<file path="src/rtl/dtth_pkg.sv">
// ----------------------------------------------------------------------------
// dtth_pkg
// Shared widths, codes, configuration defaults and beat types for the
// double-tap and tap-and-hold detector.
// ----------------------------------------------------------------------------
`timescale 1ns / 1ps

package dtth_pkg;

    localparam int ID_BITS       = 16;
    localparam int TIME_BITS     = 31;
    localparam int CFG_DATA_BITS = 16;
    localparam int CFG_IDX_BITS  = 2;
    localparam int KIND_BITS     = 2;
    localparam int REC_BITS      = 2;

    // event kinds
    localparam logic [KIND_BITS-1:0] KIND_BEGIN  = 2'd0;
    localparam logic [KIND_BITS-1:0] KIND_UPDATE = 2'd1;
    localparam logic [KIND_BITS-1:0] KIND_END    = 2'd2;
    localparam logic [KIND_BITS-1:0] KIND_OTHER  = 2'd3;

    // recognition codes
    localparam logic [REC_BITS-1:0] REC_NONE       = 2'd0;
    localparam logic [REC_BITS-1:0] REC_DOUBLE_TAP = 2'd1;
    localparam logic [REC_BITS-1:0] REC_TAP_HOLD   = 2'd2;

    // configuration register indexes
    localparam logic [CFG_IDX_BITS-1:0] CFG_TAP_MAX  = 2'd0;
    localparam logic [CFG_IDX_BITS-1:0] CFG_GAP_MAX  = 2'd1;
    localparam logic [CFG_IDX_BITS-1:0] CFG_HOLD_MIN = 2'd2;

    // configuration reset values
    localparam logic [CFG_DATA_BITS-1:0] TAP_MAX_RST  = 16'd300;
    localparam logic [CFG_DATA_BITS-1:0] GAP_MAX_RST  = 16'd600;
    localparam logic [CFG_DATA_BITS-1:0] HOLD_MIN_RST = 16'd600;

    typedef struct packed {
        logic [KIND_BITS-1:0] event_kind;
        logic [ID_BITS-1:0]   gesture_id;
        logic [TIME_BITS-1:0] timestamp;
        logic                 touch_only;
    } in_beat_t;

    typedef struct packed {
        logic [REC_BITS-1:0] recognized;
        logic                unexpected_event;
    } out_beat_t;

    typedef struct packed {
        logic [CFG_DATA_BITS-1:0] tap_max;
        logic [CFG_DATA_BITS-1:0] gap_max;
        logic [CFG_DATA_BITS-1:0] hold_min;
    } cfg_t;

endpackage

</file>
<file path="src/rtl/dtth_cfg_regs.sv">
// ----------------------------------------------------------------------------
// dtth_cfg_regs
// Timing limit registers, written through a plain write port.
// ----------------------------------------------------------------------------
`timescale 1ns / 1ps

module dtth_cfg_regs import dtth_pkg::*; (
    input  logic                     aclk,
    input  logic                     aresetn,
    input  logic                     cfg_we,
    input  logic [CFG_IDX_BITS-1:0]  cfg_index,
    input  logic [CFG_DATA_BITS-1:0] cfg_wdata,
    output cfg_t                     cfg
);

    cfg_t cfg_reg;

    always_ff @(posedge aclk) begin
        if (!aresetn) begin
            cfg_reg.tap_max  <= TAP_MAX_RST;
            cfg_reg.gap_max  <= GAP_MAX_RST;
            cfg_reg.hold_min <= HOLD_MIN_RST;
        end else if (cfg_we) begin
            unique case (cfg_index)
                CFG_TAP_MAX:  cfg_reg.tap_max  <= cfg_wdata;
                CFG_GAP_MAX:  cfg_reg.gap_max  <= cfg_wdata;
                CFG_HOLD_MIN: cfg_reg.hold_min <= cfg_wdata;
                default: ;  // unmapped index, write dropped
            endcase
        end
    end

    assign cfg = cfg_reg;

endmodule

</file>
<file path="src/rtl/dtth_core.sv">
// ----------------------------------------------------------------------------
// dtth_core
// Four-phase gesture machine: one event per step, one interval subtract
// and three limit compares.
// ----------------------------------------------------------------------------
`timescale 1ns / 1ps

module dtth_core import dtth_pkg::*; (
    input  logic      aclk,
    input  logic      aresetn,
    input  logic      step,
    input  in_beat_t  item,
    input  cfg_t      cfg,
    output out_beat_t result
);

    typedef enum logic [1:0] {
        PH_IDLE,
        PH_FIRST_END,
        PH_SECOND_BEGIN,
        PH_RECOGNIZE
    } phase_t;

    phase_t               phase_reg, phase_next;
    logic [ID_BITS-1:0]   first_id_reg, first_id_next;
    logic [TIME_BITS-1:0] first_begin_reg, first_begin_next;
    logic [TIME_BITS-1:0] first_end_reg, first_end_next;
    logic [ID_BITS-1:0]   second_id_reg, second_id_next;
    logic [TIME_BITS-1:0] second_begin_reg, second_begin_next;

    logic [TIME_BITS-1:0] ref_time;
    logic [TIME_BITS:0]   diff;
    logic                 diff_neg;
    logic [TIME_BITS-1:0] diff_mag;
    logic                 over_tap, over_gap, hold_reached;

    // one subtractor, stored time picked by phase
    always_comb begin
        case (phase_reg)
            PH_FIRST_END:    ref_time = first_begin_reg;
            PH_SECOND_BEGIN: ref_time = first_end_reg;
            default:         ref_time = second_begin_reg;
        endcase
    end

    assign diff     = {1'b0, item.timestamp} - {1'b0, ref_time};
    assign diff_neg = diff[TIME_BITS];
    assign diff_mag = diff[TIME_BITS-1:0];

    // negative interval counts as short
    assign over_tap     = !diff_neg && (diff_mag >  TIME_BITS'(cfg.tap_max));
    assign over_gap     = !diff_neg && (diff_mag >  TIME_BITS'(cfg.gap_max));
    assign hold_reached = !diff_neg && (diff_mag >= TIME_BITS'(cfg.hold_min));

    always_comb begin
        phase_next        = phase_reg;
        first_id_next     = first_id_reg;
        first_begin_next  = first_begin_reg;
        first_end_next    = first_end_reg;
        second_id_next    = second_id_reg;
        second_begin_next = second_begin_reg;
        result.recognized       = REC_NONE;
        result.unexpected_event = 1'b0;

        unique case (phase_reg)
            PH_IDLE: begin
                if (item.event_kind == KIND_BEGIN) begin
                    first_id_next    = item.gesture_id;
                    first_begin_next = item.timestamp;
                    phase_next       = PH_FIRST_END;
                end
            end
            PH_FIRST_END: begin
                if (item.event_kind == KIND_END) begin
                    if (item.gesture_id != first_id_reg || !item.touch_only || over_tap) begin
                        phase_next = PH_IDLE;
                    end else begin
                        first_end_next = item.timestamp;
                        phase_next     = PH_SECOND_BEGIN;
                    end
                end
            end
            PH_SECOND_BEGIN: begin
                if (item.event_kind != KIND_BEGIN || !item.touch_only) begin
                    phase_next = PH_IDLE;
                end else if (over_gap) begin
                    // late second touch starts over as a first tap
                    first_id_next    = item.gesture_id;
                    first_begin_next = item.timestamp;
                    phase_next       = PH_FIRST_END;
                end else begin
                    second_id_next    = item.gesture_id;
                    second_begin_next = item.timestamp;
                    phase_next        = PH_RECOGNIZE;
                end
            end
            PH_RECOGNIZE: begin
                if (item.gesture_id != second_id_reg || !item.touch_only) begin
                    phase_next = PH_IDLE;
                end else begin
                    case (item.event_kind)
                        KIND_UPDATE: begin
                            if (hold_reached) begin
                                result.recognized = REC_TAP_HOLD;
                                phase_next        = PH_IDLE;
                            end
                        end
                        KIND_END: begin
                            if (!over_tap) begin
                                result.recognized = REC_DOUBLE_TAP;
                            end
                            phase_next = PH_IDLE;
                        end
                        default: begin
                            result.unexpected_event = 1'b1;
                        end
                    endcase
                end
            end
            default: phase_next = PH_IDLE;
        endcase
    end

    always_ff @(posedge aclk) begin
        if (!aresetn) begin
            phase_reg <= PH_IDLE;
        end else if (step) begin
            phase_reg        <= phase_next;
            first_id_reg     <= first_id_next;
            first_begin_reg  <= first_begin_next;
            first_end_reg    <= first_end_next;
            second_id_reg    <= second_id_next;
            second_begin_reg <= second_begin_next;
        end
    end

endmodule

</file>
<file path="src/rtl/double_tap_and_hold_detector.sv">
// ----------------------------------------------------------------------------
// double_tap_and_hold_detector
// Watches touch gesture events and reports a double tap or a tap-and-hold.
// Every event beat taken on the s_ side gives exactly one result beat on the
// m_ side, in order. One beat is accepted per clock when the m_ side keeps
// up: an accepted beat lands in an input register, the gesture machine works
// on it there, and its result is captured in the output register when the
// beat advances, from where the m_ side takes it. The two register stages
// are the input and output registers; only a single subtract and the limit
// compares sit between them. A result held by m_ready stalls the input
// register, and the s_ side stays open as long as the input register is
// empty or empties in the same cycle. The tap, gap and hold limits are
// written through cfg_we / cfg_index / cfg_wdata; the user must write them
// only while no beat is in flight, the block itself does not enforce it.
// ----------------------------------------------------------------------------
`timescale 1ns / 1ps

module double_tap_and_hold_detector import dtth_pkg::*; (
    input  logic                     aclk,
    input  logic                     aresetn,
    // event beats in
    input  logic                     s_valid,
    output logic                     s_ready,
    input  in_beat_t                 s_data,
    // result beats out
    output logic                     m_valid,
    input  logic                     m_ready,
    output out_beat_t                m_data,
    // limit registers
    input  logic                     cfg_we,
    input  logic [CFG_IDX_BITS-1:0]  cfg_index,
    input  logic [CFG_DATA_BITS-1:0] cfg_wdata
);

    cfg_t      cfg;
    in_beat_t  in_data_reg;
    logic      in_valid_reg;
    out_beat_t m_data_reg;
    logic      m_valid_reg;
    out_beat_t core_result;
    logic      advance;
    logic      s_accept;

    dtth_cfg_regs u_cfg_regs (
        .aclk      (aclk),
        .aresetn   (aresetn),
        .cfg_we    (cfg_we),
        .cfg_index (cfg_index),
        .cfg_wdata (cfg_wdata),
        .cfg       (cfg)
    );

    // the input beat moves on whenever the output slot is free or draining
    assign advance  = in_valid_reg && (!m_valid_reg || m_ready);
    assign s_ready  = !in_valid_reg || advance;
    assign s_accept = s_valid && s_ready;

    // gesture machine steps once per beat handed to the output register
    dtth_core u_core (
        .aclk    (aclk),
        .aresetn (aresetn),
        .step    (advance),
        .item    (in_data_reg),
        .cfg     (cfg),
        .result  (core_result)
    );

    // input register
    always_ff @(posedge aclk) begin
        if (!aresetn) begin
            in_valid_reg <= 1'b0;
        end else if (s_ready) begin
            in_valid_reg <= s_valid;
        end
    end

    always_ff @(posedge aclk) begin
        if (s_accept) begin
            in_data_reg <= s_data;
        end
    end

    // output register
    always_ff @(posedge aclk) begin
        if (!aresetn) begin
            m_valid_reg <= 1'b0;
        end else if (advance) begin
            m_valid_reg <= 1'b1;
        end else if (m_ready) begin
            m_valid_reg <= 1'b0;
        end
    end

    always_ff @(posedge aclk) begin
        if (advance) begin
            m_data_reg <= core_result;
        end
    end

    assign m_valid = m_valid_reg;
    assign m_data  = m_data_reg;

    // a parked input beat is never lost or overwritten
    a_in_hold: assert property (@(posedge aclk) disable iff (!aresetn)
        in_valid_reg && !advance |=> in_valid_reg && $stable(in_data_reg))
        else $error("input beat dropped while stalled");

    // every beat passed to the machine shows up as a result
    a_result_follows: assert property (@(posedge aclk) disable iff (!aresetn)
        advance |=> m_valid)
        else $error("result missing after machine step");

    // a recognition and an unexpected kind never come together
    a_exclusive: assert property (@(posedge aclk) disable iff (!aresetn)
        m_valid |-> !(m_data.recognized != REC_NONE && m_data.unexpected_event))
        else $error("recognition and unexpected flag both set");

endmodule
</file>
<file path="config.mk">
export PLATFORM = sky130hd
export DESIGN_NAME = double_tap_and_hold_detector
export DESIGN_NICKNAME = d
export VERILOG_FILES = /design/src/rtl/dtth_pkg.sv /design/src/rtl/dtth_cfg_regs.sv /design/src/rtl/dtth_core.sv /design/src/rtl/double_tap_and_hold_detector.sv
export SDC_FILE = /design/constraint.sdc
export NUM_CORES = 1
export LEC_CHECK = 0
export CAP_MARGIN = 20
export CORE_MARGIN = 1
export CORE_UTILIZATION = 45
export DETAILED_ROUTE_END_ITERATION = 6
export DONT_BUFFER_PORTS = 1
export SYNTH_ARGS = -nofsm -noshare
export SYNTH_HDL_FRONTEND = slang
export SYNTH_HIERARCHICAL = 1
export SYNTH_SLANG_ARGS = --single-unit
</file>
<file path="constraint.sdc">
create_clock -name aclk -period 10.28 [get_ports aclk]
set_input_delay 1.542 -clock aclk [delete_from_list [all_inputs] [get_ports aclk]]
set_output_delay 1.542 -clock aclk [all_outputs]
set_load 0.02 [all_outputs]
</file>
======== Yosys cells after proc, flatten, opt, wreduce, memory -nomap -nowiden ========
Cells that the tools add are included.
word-level totals
  register bits ........................... 230
  bits of input ports ..................... 73
  output and inout bits ................... 5
cells by class
  $add $sub $neg .......................... 1
  order comparisons ....................... 3
  equal/unequal tests ..................... 15
  multiplexer cells ....................... 24
  bitwise operators ....................... 4
  reductions and logical operators ........ 30
operators with widths
  operator                                               number
  case mux 31 bit (2 select lines)                       2
  2-to-1 mux 31 bit                                      3
  > comparator 31 x 16 -> 1 bit                          2
  2-to-1 mux 16 bit                                      3
  inequality test 16 bit                                 2
  case mux 16 bit (2 select lines)                       1
  subtractor 31 x 31 -> 32 bit                           1
  greater-or-equal comparator 31 x 16 -> 1 bit           1
  2-to-1 mux 2 bit                                       8
  AND reduction 5 bit                                    3
  equality test 2 bit, second input constant             4
  inequality test 4 x 2 -> 1 bit, second input constant  2
  case mux 2 bit (2 select lines)                        2
  case mux 2 bit (4 select lines)                        1
  equality test 2 x 1 -> 1 bit, second input constant    3
  zero test 2 bit                                        3
  logical OR 1 bit                                       6
  inequality test 2 x 1 -> 1 bit, second input constant  3
  AND reduction 2 bit                                    3
  AND reduction 6 bit                                    1
  nonzero test 2 bit                                     3
  logical AND 1 bit                                      5
  zero test 1 bit                                        4
  2-to-1 mux 1 bit                                       4
  3 further kinds                                        7

======== Logic depth before layout (Yosys ltp) ========
Gate-level depths: netlist of run 1.
  word-level depth ........................ 9
  mapped depth ............................ 25
  depth with buffers taken out ............ 23

======== Modules after synthesis ========
The synthesis of run 1 kept the hierarchy.
modules (own cells, without submodules)
  module                        times used  cells each  area each (sq um)  seq. area each (sq um)
  dtth_core                     1           799         8326.7             3793.6
  dtth_cfg_regs                 1           182         1870.5             960.9
  double_tap_and_hold_detector  1           62          1695.4             1631.6

======== Worst setup path before layout of run 1 ========
Ideal clock, no wire load.
  path type ............................... register to register
  from .................................... register u_core.phase_reg[1]
  to ...................................... register u_core.second_begin_reg[0] (enable)
  library setup time ...................... 510 ps
  arrival time ............................ 7284 ps
  required time ........................... 9770 ps
  path slack .............................. 2486 ps
  cell stages (with the launch flop) ...... 21
  path buffers ............................ 2
  clock period less this slack ............ 7794 ps
  path through ............................ dfxtp_1 > inv_1 > ha_1 > clkbuf_1 > clkbuf_1 > a22oi_1 > a21oi_1 > ha_1 > inv_1 > fa_1 > a21o_1 > a221oi_2 > o21ai_0 > xor2_1 > ha_1 > and3_1 > nand3_1 > or4_1 > o211ai_1 > a21oi_1 > nor3_1
between the ends
  longest elaborated chain between the ends .. 7
  elaborated cells between the ends (all ways) .. 9
  classes of those cells .................. 1 x add/sub; 1 x order compare; 2 x eq/ne; 1 x mux; 1 x bitwise; 3 x reduce/logical
ends and longest elaborated chain
  element                                                              RTL line                          text
  start: declaration                                                   dtth_core.sv:24                   phase_t phase_reg, phase_next;
  start signal: assignment                                             dtth_core.sv:128                  phase_reg <= phase_next;
  equality test 2 bit or equality test 2 x 1 -> 1 bit (tied branches)  dtth_core.sv:39, dtth_core.sv:65
  case mux 31 bit (2 select lines)                                     dtth_core.sv:39                   case (phase_reg)
  subtractor 31 x 31 -> 32 bit                                         dtth_core.sv:46                   assign diff = {1'b0, item.timestamp} - {1'b0, ref_time};
  > comparator 31 x 16 -> 1 bit or zero test 1 bit (tied branches)     dtth_core.sv:52                   assign over_gap = !diff_neg && (diff_mag > TIME_BITS'(cfg.gap_max));
  logical AND 1 bit                                                    dtth_core.sv:52
  inverter 1 bit (no source line)                                      n/a
  AND reduction 5 bit (no source line) *                               n/a
  end signal: assignment                                               dtth_core.sv:133                  second_begin_reg <= second_begin_next;
  end: declaration                                                     dtth_core.sv:29                   logic [TIME_BITS-1:0] second_begin_reg, second_begin_next;
Mark *: on every way between the ends. The rest lies on a longest branch, timed or not.
A chain may end at the register's enable or synchronous reset.

======== Worst setup path after layout of run 1 ========
  from .................................... register u_core.phase_reg[0]
  to ...................................... register u_core.second_begin_reg[9] (enable)
Same word-level chain as after synthesis.

==> results of run 1 <==
[worst max path at each step]
| stage | start | to | slack (ps) |
|---|---|---|---|
| floorplan | u_core/phase_reg[1] | u_core/second_begin_reg[0] | 2490 |
| global placement | u_core/phase_reg[1] | u_core/second_begin_reg[12] | 4240 |
| detailed placement | u_core/phase_reg[1] | u_core/second_begin_reg[14] | 4040 |
| CTS | u_core/phase_reg[1] | u_core/second_begin_reg[11] | 4000 |
| global route | u_core/phase_reg[0] | u_core/second_begin_reg[9] | 3550 |
| finish | u_core/phase_reg[0] | u_core/second_begin_reg[9] | 4000 |
[cell usage after synthesis, types with 4 or more instances]
master,instances,area [um^2]
ha_1,86,1080
o21ai_0,61,305
nand2_1,125,469
o31ai_1,6,45.0
xor2_1,21,184
nand2b_1,13,81.3
a211oi_1,6,45.0
a21o_1,10,75.1
edfxtp_1,178,5350
xnor2_1,28,245
buf_2,7,35.0
nand3b_1,4,30.0
a21oi_1,49,245
o21a_1,21,158
and2_1,5,31.3
dfxtp_1,52,1040
nor2_1,32,120
clkbuf_1,20,75.1
inv_1,66,248
o211ai_1,10,75.1
nand4_1,19,119
a22oi_1,31,233
nand3_1,10,50.1
buf_1,4,15.0
mux2i_1,49,490
and3_1,7,43.8
nor3_1,13,65.1
nor2b_1,25,156
o21bai_1,6,45.0
nor4_1,9,56.3
[worst max-delay path: cells and delay by family (launching register included)]
family,cells,cell delay [ps]
simple gates,5,960
compound gates,8,1870
xor+xnor,1,340
fa+ha+maj,4,1160
flops,1,360
buf+inv,4,1170
[logic make-up after synthesis]
family / synth area share [%]
simple gates: 12.3
compound gates: 13.4
flops: 53.7
buf+inv: 3.62
fa+ha+maj: 9.22
xor+xnor: 3.61
mux: 4.12
[cell type report]
class / instances / area, um^2 / area share (%)
multi-input combinational: 710 / 5100 / 38.9
clock buffer: 30 / 666 / 5.07
tap: 335 / 419 / 3.19
timing repair buffer: 9 / 87.6 / 0.667
clock inverter: 18 / 225 / 1.71
inverter: 66 / 248 / 1.89
sequential: 230 / 6390 / 48.6
[metal layers]
| metal | vias up | track usage, % | wire [um] |
|---|---|---|---|
| li1 | 3855 | - | - |
| met1 | 3681 | 26.6 | 12100 |
| met2 | 136 | 30.3 | 11300 |
| met3 | 30 | 2.84 | 827 |
| met4 | 0 | 4.05 | 429 |
| met5 | - | 0 | 0 |
[power by group through the flow]
stage | clock, mW | combinational, mW | sequential, mW
6_report | 0.952 | 0.310 | 1.05
2_1_floorplan | 0 | 0.238 | 1.06
3_3_place_gp | 0 | 0.304 | 1.07
4_1_cts | 0.979 | 0.310 | 1.05
3_5_place_dp | 0 | 0.307 | 1.07
5_1_grt | 1.01 | 0.352 | 1.05
[metrics by stage]
| step | util, % | setup slack (ps) |
|---|---|---|
| floorplan | - | 2490 |
| global placement | 47.0 | 4240 |
| detailed placement | 47.1 | 4040 |
| CTS | 50.5 | 4000 |
| global route | 50.5 | 3550 |
| finish | 50.5 | 4000 |
==> results.sh, run 1 <==
export IMPL_yosysSeqAreaShare_pct=53.7
export IMPL_antenna_found_initial=0
export IMPL_synth_area_um2=11900
export IMPL_r2r_start="u_core/phase_reg[0]"
export IMPL_p_total_mw=2.31
export IMPL_rr_worst_depth=22
export IMPL_die_h_um=165
export IMPL_critPathMaxFanout=62
export IMPL_largest_reg_flops=50
export IMPL_fin_crit_sh_pct=61.1
export IMPL_syn_avg_cell_area_um2=11.4
export IMPL_final_nets=1203
export IMPL_dp_cells=1350
export IMPL_fin_skew_ps=11.7
export IMPL_routed_wl_um=24700
export IMPL_critPathArrivalTime_ps=6440
export IMPL_fill_cells=2320
export IMPL_hpwl_um=17600
export IMPL_hold_viol=0
export IMPL_ioPinCount=78
export IMPL_netlist_instances=1043
export IMPL_r2r_slack_ps=4000
export IMPL_diodes=0
export IMPL_fmaxAchievable_mhz=159
export IMPL_ctsHoldBuffers=0
export IMPL_portBuffers=0
export IMPL_routedWlPerCell_um=17.7
export IMPL_max_stage_delay_ps=580
export IMPL_path_class="flip-flop to flip-flop"
export IMPL_rr_endpoint="u_core/second_begin_reg[9]"
export IMPL_fin_crit_ps=6280
export IMPL_ys_ff_latch=230
export IMPL_end_kind="flip-flop"
export IMPL_std_cell_rows=59
export IMPL_fp_dieW_um=165
export IMPL_async_reset_ff_share_pct=0
export IMPL_grtUsageTotal_pct=18.8
export IMPL_p_switching_mw=0.568
export IMPL_cpMaxStageDelayCell="buf_4"
export IMPL_slew_violations=0
export IMPL_yosysUniqueCellTypes=77
export IMPL_hold_depth=2
export IMPL_outcome="finished clean"
export IMPL_die_area_um2=27100
export IMPL_rsz0062_at_grt="false"
export IMPL_setup_tns_ps=0
export IMPL_synthFlopType="edfxtp_1"
export IMPL_cp_required_ps=10440
export IMPL_hp_start="u_cfg_regs/cfg[38]"
export IMPL_clockPowerShare_pct=41.2
export IMPL_first_global_vias=7589
export IMPL_start_util_pct=45.8
export IMPL_start_kind="flip-flop"
export IMPL_irDropWorstVdd_v=0.000134
export IMPL_final_area_um2=13100
export IMPL_cap_violations=0
export IMPL_cts_buffers=26
export IMPL_combinationalPowerShare_pct=13.4
export IMPL_setup_viol=0
export IMPL_drc_errors=0
export IMPL_syn_nets=1203
export IMPL_grt_overflow=0
export IMPL_routed_via_density=5.51
export IMPL_drive_above_1_share_pct=6.40
export IMPL_cts_resized=0
export IMPL_hp_class="flip-flop to flip-flop"
export IMPL_p_int_mw=1.74
export IMPL_cts_tree="yes"
export IMPL_fin_cells=1398
export IMPL_h_tree_depth=1
export IMPL_grt_pass1_wl_um=40000
export IMPL_post_dp_cell_area_um2=12200
export IMPL_numClockSinks=230
export IMPL_sw_frac_of_total_pct=24.6
export IMPL_holdPathEnd="u_cfg_regs/cfg[38]"
export IMPL_ant_nets=0
export IMPL_path_cells="inv_1 > ha_1 > buf_4 > nor2_1 > a21oi_1 > ha_1 > inv_1 > fa_1 > a21o_1 > a221oi_2 > o21ai_0 > xor2_1 > ha_1 > nor2b_1 > o21ai_0 > nand2b_1 > a21oi_1 > nand2_1 > o211ai_1 > a21oi_1 > nor3_2 > buf_4"
export IMPL_core_area_um2=26000
export IMPL_synth_edf_count=178
export IMPL_grt_max_degree=75
export IMPL_whs_ps=459
export IMPL_final_common_cell="edfxtp_1"
export IMPL_seqPwrFrac_pct=45.4
export IMPL_layout_common_cells="178 x edfxtp_1, 125 x nand2_1, 86 x ha_1"
export IMPL_clockBufferDepth=3
export IMPL_tightest_slew_ps=737
export IMPL_post_cts_buffers=0
export IMPL_slew_limit_headroom_pct=50.9
export IMPL_p_leak_nw=4.85
export IMPL_clk_latency_ps=530
export IMPL_firstDrtPassIters=4
export IMPL_drt_iter0_drc=458
export IMPL_area_growth_pct=10.4
export IMPL_cts_root_buffer="clkbuf_16"
export IMPL_yosysWarnings=6
export IMPL_vias=7702
export IMPL_power_density_nw_per_um2=176
export IMPL_place_gp_congestion=0.828
export IMPL_cts_clk_slew_worst_paths_ps=60
Power figures use the tool's default switching activity.
==> inputs of run 2 (changes only) <==
--- a/config.mk
+++ b/config.mk
@@ -5,6 +5,7 @@
 export SDC_FILE = /design/constraint.sdc
 export NUM_CORES = 1
 export LEC_CHECK = 0
+export ABC_AREA = 1
 export CAP_MARGIN = 20
 export CORE_MARGIN = 1
 export CORE_UTILIZATION = 45
==> constraint.sdc (replaced) <==
create_clock -name aclk -period 5.6 [get_ports aclk]
set_input_delay 0.84 -clock aclk [delete_from_list [all_inputs] [get_ports aclk]]
set_output_delay 0.84 -clock aclk [all_outputs]
set_load 0.02 [all_outputs]
==> results.sh, run 2 <==
export IMPL_setup_tns_ps=0
export IMPL_final_nets=1659
export IMPL_p_leak_nw=6.13
export IMPL_clockPowerShare_pct=38.3
export IMPL_rsz0062_at_grt="false"
export IMPL_layout_common_cells="416 x nand2_1, 230 x inv_1, 178 x edfxtp_1"
export IMPL_yosysUniqueCellTypes=43
export IMPL_cpMaxStageDelayCell="ha_1"
export IMPL_first_global_vias=8947
export IMPL_clockBufferDepth=3
export IMPL_critPathArrivalTime_ps=5240
export IMPL_synth_area_um2=12800
export IMPL_fin_skew_ps=22.6
export IMPL_grtUsageTotal_pct=20.0
export IMPL_power_density_nw_per_um2=301
export IMPL_vias=9443
export IMPL_h_tree_depth=1
export IMPL_seqPwrFrac_pct=45.7
export IMPL_fin_crit_ps=5040
export IMPL_hpwl_um=21200
export IMPL_final_common_cell="nand2_1"
export IMPL_portBuffers=0
export IMPL_cap_violations=0
export IMPL_end_kind="flip-flop"
export IMPL_routed_via_density=4.98
export IMPL_tightest_slew_ps=665
export IMPL_async_reset_ff_share_pct=0
export IMPL_slew_violations=0
export IMPL_diodes=0
export IMPL_routedWlPerCell_um=15.0
export IMPL_slew_limit_headroom_pct=55.7
export IMPL_outcome="finished clean"
export IMPL_drive_above_1_share_pct=9.68
export IMPL_clk_latency_ps=550
export IMPL_max_stage_delay_ps=420
export IMPL_antenna_found_initial=0
export IMPL_cts_buffers=26
export IMPL_dp_cells=1849
export IMPL_grt_pass1_wl_um=46100
export IMPL_cts_clk_slew_worst_paths_ps=60
export IMPL_irDropWorstVdd_v=0.000263
export IMPL_yosysSeqAreaShare_pct=49.9
export IMPL_fmaxAchievable_mhz=198
export IMPL_start_kind="flip-flop"
export IMPL_p_switching_mw=1.17
export IMPL_combinationalPowerShare_pct=16.1
export IMPL_grt_max_degree=54
export IMPL_fp_dieW_um=171
export IMPL_core_area_um2=27900
export IMPL_synth_top_area_share_pct=41.8
export IMPL_whs_ps=386
export IMPL_drc_errors=0
export IMPL_die_h_um=171
export IMPL_numClockSinks=230
export IMPL_grt_overflow=0
export IMPL_hp_class="input port to flip-flop"
export IMPL_die_area_um2=29100
export IMPL_netlist_instances=1492
export IMPL_area_growth_pct=9.74
export IMPL_drt_iter0_drc=723
export IMPL_syn_nets=1652
export IMPL_ctsHoldBuffers=0
export IMPL_synth_edf_count=178
export IMPL_synthMostInstantiatedCell="nand2_1"
export IMPL_largest_reg_flops=50
export IMPL_hold_viol=0
export IMPL_start_util_pct=45.9
export IMPL_firstDrtPassIters=5
export IMPL_sw_frac_of_total_pct=27.7
export IMPL_setup_ws_ps=560
export IMPL_std_cell_rows=61
export IMPL_ant_nets=0
export IMPL_dp_slack_ps=427
export IMPL_routed_wl_um=28500
export IMPL_fin_cells=1897
export IMPL_cp_common_cell="nand2_1"
export IMPL_p_int_mw=3.06
export IMPL_critPathMaxFanout=25
export IMPL_cts_root_buffer="clkbuf_16"
export IMPL_synth_top_cells_by_count="416 x nand2_1, 231 x inv_1, 178 x edfxtp_1"
export IMPL_ioPinCount=78
export IMPL_syn_avg_cell_area_um2=8.57
export IMPL_fill_cells=2626
export IMPL_setup_viol=0
export IMPL_cts_tree="yes"
export IMPL_synth_area_leaders="edfxtp_1 42%, nand2_1 12%, ha_1 8.4%"
export IMPL_path_class="flip-flop to flip-flop"
export IMPL_place_gp_congestion=0.916
export IMPL_ys_ff_latch=230
export IMPL_synthFlopType="edfxtp_1"
export IMPL_fin_crit_sh_pct=90.0
export IMPL_synth_top_area_cell="edfxtp_1"
export IMPL_yosysWarnings=6
export IMPL_cp_required_ps=5800
## run 2: cell types whose count changed after synthesis, moves of 15 or more
cell	delta
nand3_1	+90
xnor2_1	-23
mux2i_1	-49
nand2_1	+291
inv_1	+165
a22oi_1	-31
nor2b_1	-25
nor2_2	+17
inv_2	+15
o21ai_0	-16
nor2_1	+92
nand2_2	+33
o21a_1	-21
## run 2: power groups by stage
| stage | Sequential [mW] | Combinational, mW | Clock [mW] |
|---|---|---|---|
| 4_1_cts | 1.93 | 0.676 | 1.66 |
| 2_1_floorplan | 1.95 | 0.527 | 0 |
| 6_report | 1.93 | 0.679 | 1.62 |
| 3_5_place_dp | 1.97 | 0.671 | 0 |
| 3_3_place_gp | 1.97 | 0.664 | 0 |
| 5_1_grt | 1.94 | 0.782 | 1.71 |
## run 2: cell type report
type / count / area (um^2) / share of cell area (%)
Clock buffer: 35 / 694 / 4.95
Clock inverter: 13 / 118 / 0.838
Inverter: 247 / 927 / 6.61
Multi-Input combinational cell: 983 / 5340 / 38.0
Sequential cell: 230 / 6390 / 45.5
Tap cell: 378 / 473 / 3.37
Timing Repair Buffer: 11 / 95.1 / 0.678
## run 2: cell families (layout without fill, tap and decap cells)
kind of cell	count (synthesis)	in the layout	synth area share (%)
flip-flops	230	230	49.9
buffers and inverters	279	306	8.67
adder cells (fa/ha/maj)	87	87	8.57
AO/OA/AOI/OAI	119	119	5.26
XOR/XNOR	28	28	1.92
AND/OR/NAND/NOR	749	749	25.6
## run 2: path summary, 6_finish.rpt
kind,from,endpoint,slack [ps],cells past startpoint
setup / recovery,u_core/phase_reg[0],u_core/first_end_reg[27],560,25
hold / removal,s_data[42],in_data_reg[42],390,0
setup reg to reg,u_core/phase_reg[0],u_core/first_end_reg[27],560,25
hold reg to reg,u_cfg_regs/cfg[4],u_cfg_regs/cfg[4],460,2
## run 2: per-stage QoR
stage | util (%) | instance area [um^2] | total power, mW
2_1_floorplan | - | 12800 | 2.48
3_3_place_gp | 47.4 | 13200 | 2.63
3_5_place_dp | 47.4 | 13200 | 2.64
4_1_cts | 50.3 | 14000 | 4.27
5_1_grt | 50.4 | 14000 | 4.43
6_report | 50.4 | 14000 | 4.23
## run 2: routing by layer
layer  track usage [%]  wire (um)
met4              7.09        912
met5                 0          0
met3              2.59       1170
met1              27.8      13700
met2              32.1      12800
## run 2: what timing repair did
action | in CTS | in global routing
buffers inserted | 0 | 0
setup endpoints to repair | 0 | 43
resized for setup | 0 | 4
## run 2: worst max-delay path: cells and delay by family (launching register included)
kind	cells	cell delay, ps
AND/OR/NAND/NOR	14	1570
adder cells (fa/ha/maj)	3	1060
buffers and inverters	4	820
AO/OA/AOI/OAI	3	510
XOR/XNOR	1	370
flip-flops	1	330
==> inputs of run 3 (changes only) <==
--- a/config.mk
+++ b/config.mk
@@ -9,6 +9,7 @@
 export CAP_MARGIN = 20
 export CORE_MARGIN = 1
 export CORE_UTILIZATION = 45
+export CTS_BUF_LIST = sky130_fd_sc_hd__clkbuf_8
 export DETAILED_ROUTE_END_ITERATION = 6
 export DONT_BUFFER_PORTS = 1
 export SYNTH_ARGS = -nofsm -noshare
==> results.sh, run 3 (synthesis results as in run 2) <==
export IMPL_portBuffers=0
export IMPL_cp_required_ps=5810
export IMPL_std_cell_rows=61
export IMPL_fill_cells=2653
export IMPL_place_gp_congestion=0.916
export IMPL_first_global_vias=9022
export IMPL_p_leak_nw=6.16
export IMPL_slew_violations=0
export IMPL_power_density_nw_per_um2=296
export IMPL_critPathMaxFanout=25
export IMPL_drc_errors=0
export IMPL_vias=9491
export IMPL_cts_clk_slew_worst_paths_ps=60
export IMPL_routedWlPerCell_um=15.0
export IMPL_die_area_um2=29100
export IMPL_cts_buffers=41
export IMPL_critPathArrivalTime_ps=5260
export IMPL_cts_tree="yes"
export IMPL_final_nets=1674
export IMPL_hold_viol=0
export IMPL_cp_common_cell="nand2_1"
export IMPL_numClockSinks=230
export IMPL_cap_violations=0
export IMPL_rsz0062_at_grt="false"
export IMPL_fin_crit_sh_pct=90.2
export IMPL_setup_viol=0
export IMPL_path_class="flip-flop to flip-flop"
export IMPL_start_util_pct=45.9
export IMPL_firstDrtPassIters=5
export IMPL_fin_crit_ps=5050
export IMPL_diodes=0
export IMPL_largest_reg_flops=50
export IMPL_die_h_um=171
export IMPL_area_growth_pct=9.58
export IMPL_routed_wl_um=28800
export IMPL_final_area_um2=14000
export IMPL_antenna_found_initial=0
export IMPL_hpwl_um=21200
export IMPL_irDropWorstVdd_v=0.000187
export IMPL_routed_via_density=4.94
export IMPL_ioPinCount=78
export IMPL_clk_latency_ps=560
export IMPL_slew_limit_headroom_pct=56.0
export IMPL_grt_max_degree=54
export IMPL_fmaxAchievable_mhz=198
export IMPL_top_layer="met4"
export IMPL_drt_iter0_drc=615
export IMPL_final_common_cell="nand2_1"
export IMPL_whs_ps=367
export IMPL_grt_pass1_wl_um=46400
export IMPL_cts_root_buffer="clkbuf_8"
export IMPL_fin_cells=1921
export IMPL_post_cts_buffers=0
export IMPL_max_stage_delay_ps=420
export IMPL_dp_cells=1849
export IMPL_h_tree_depth=2
export IMPL_wl_met1_um=13600
export IMPL_met3_length_um=1510
export IMPL_p_total_mw=4.15
export IMPL_ant_nets=0
export IMPL_hp_class="input port to flip-flop"
export IMPL_clockBufferDepth=3
export IMPL_fin_skew_ps=29.6
export IMPL_layout_common_cells="416 x nand2_1, 239 x inv_1, 178 x edfxtp_1"
export IMPL_setup_tns_ps=0
export IMPL_r2r_slack_ps=550
export IMPL_outcome="finished clean"
export IMPL_end_kind="flip-flop"
export IMPL_tightest_slew_ps=660
export IMPL_grtUsageTotal_pct=20.3
export IMPL_cpMaxStageDelayCell="ha_1"
export IMPL_core_area_um2=27900
export IMPL_start_kind="flip-flop"
export IMPL_drive_above_1_share_pct=10.4
export IMPL_fp_dieW_um=171
export IMPL_grt_overflow=0
export IMPL_post_dp_cell_area_um2=13200
export IMPL_dr_wl_met2_um=12900
==> run 3: cell types whose count changed in the layout (fill, tap and decap cells not counted), sizes merged <==
| cell | delta |
|---|---|
| clkinv | +5 |
| inv | +11 |
| clkbuf | +6 |
| bufinv | +2 |
==> run 3: final timing paths <==
kind                                            endpoint  cells after the start           startpoint
worst max-delay path            u_core/first_end_reg[25]                     25  u_core/phase_reg[0]
worst min-delay path                     in_data_reg[19]                      0           s_data[19]
worst max register to register  u_core/first_end_reg[25]                     25  u_core/phase_reg[0]
worst min register to register         u_cfg_regs/cfg[3]                      2    u_cfg_regs/cfg[3]
==> run 3: metrics by stage <==
| stage | util [%] | setup slack (ps) |
|---|---|---|
| CTS | 50.2 | 353 |
| floorplan | - | 26.8 |
| global placement | 47.4 | 526 |
| global route | 50.3 | 27.6 |
| detailed placement | 47.4 | 427 |
| finish | 50.3 | 552 |
==> run 3: cell type report <==
class                      count  area, um^2  area share (%)
inverter                     247         927            6.62
multi-input combinational    983        5340            38.1
sequential                   230        6390            45.6
clock inverter                31         228            1.63
timing repair buffer          11        95.1           0.679
tap                          378         473            3.38
clock buffer                  41         564            4.03
==> run 3: power by group <==
part | switching [mW] | internal (mW)
combinational | 0.437 | 0.241
clock | 0.706 | 0.832
sequential | 0.0408 | 1.89
total | 1.18 | 2.96
==> run 3: layer usage <==
metal	track usage, %	vias up
li1	-	4880
met1	27.4	4319
met2	32.5	235
met3	3.75	57
met4	7.01	0
met5	0	-
==> run 3: what timing repair did <==
item | CTS | global route
hold buffers | 0 | 0
resized for setup | 0 | 4
setup endpoints to repair | 0 | 22
==> run 3: critical path, delay by kind of cell (launching register included) <==
kind,cells,cell delay [ps]
XOR/XNOR,1,370
AO/OA/AOI/OAI,3,510
flip-flops,1,330
buffers and inverters,4,830
AND/OR/NAND/NOR,14,1560
adder cells (fa/ha/maj),3,1070
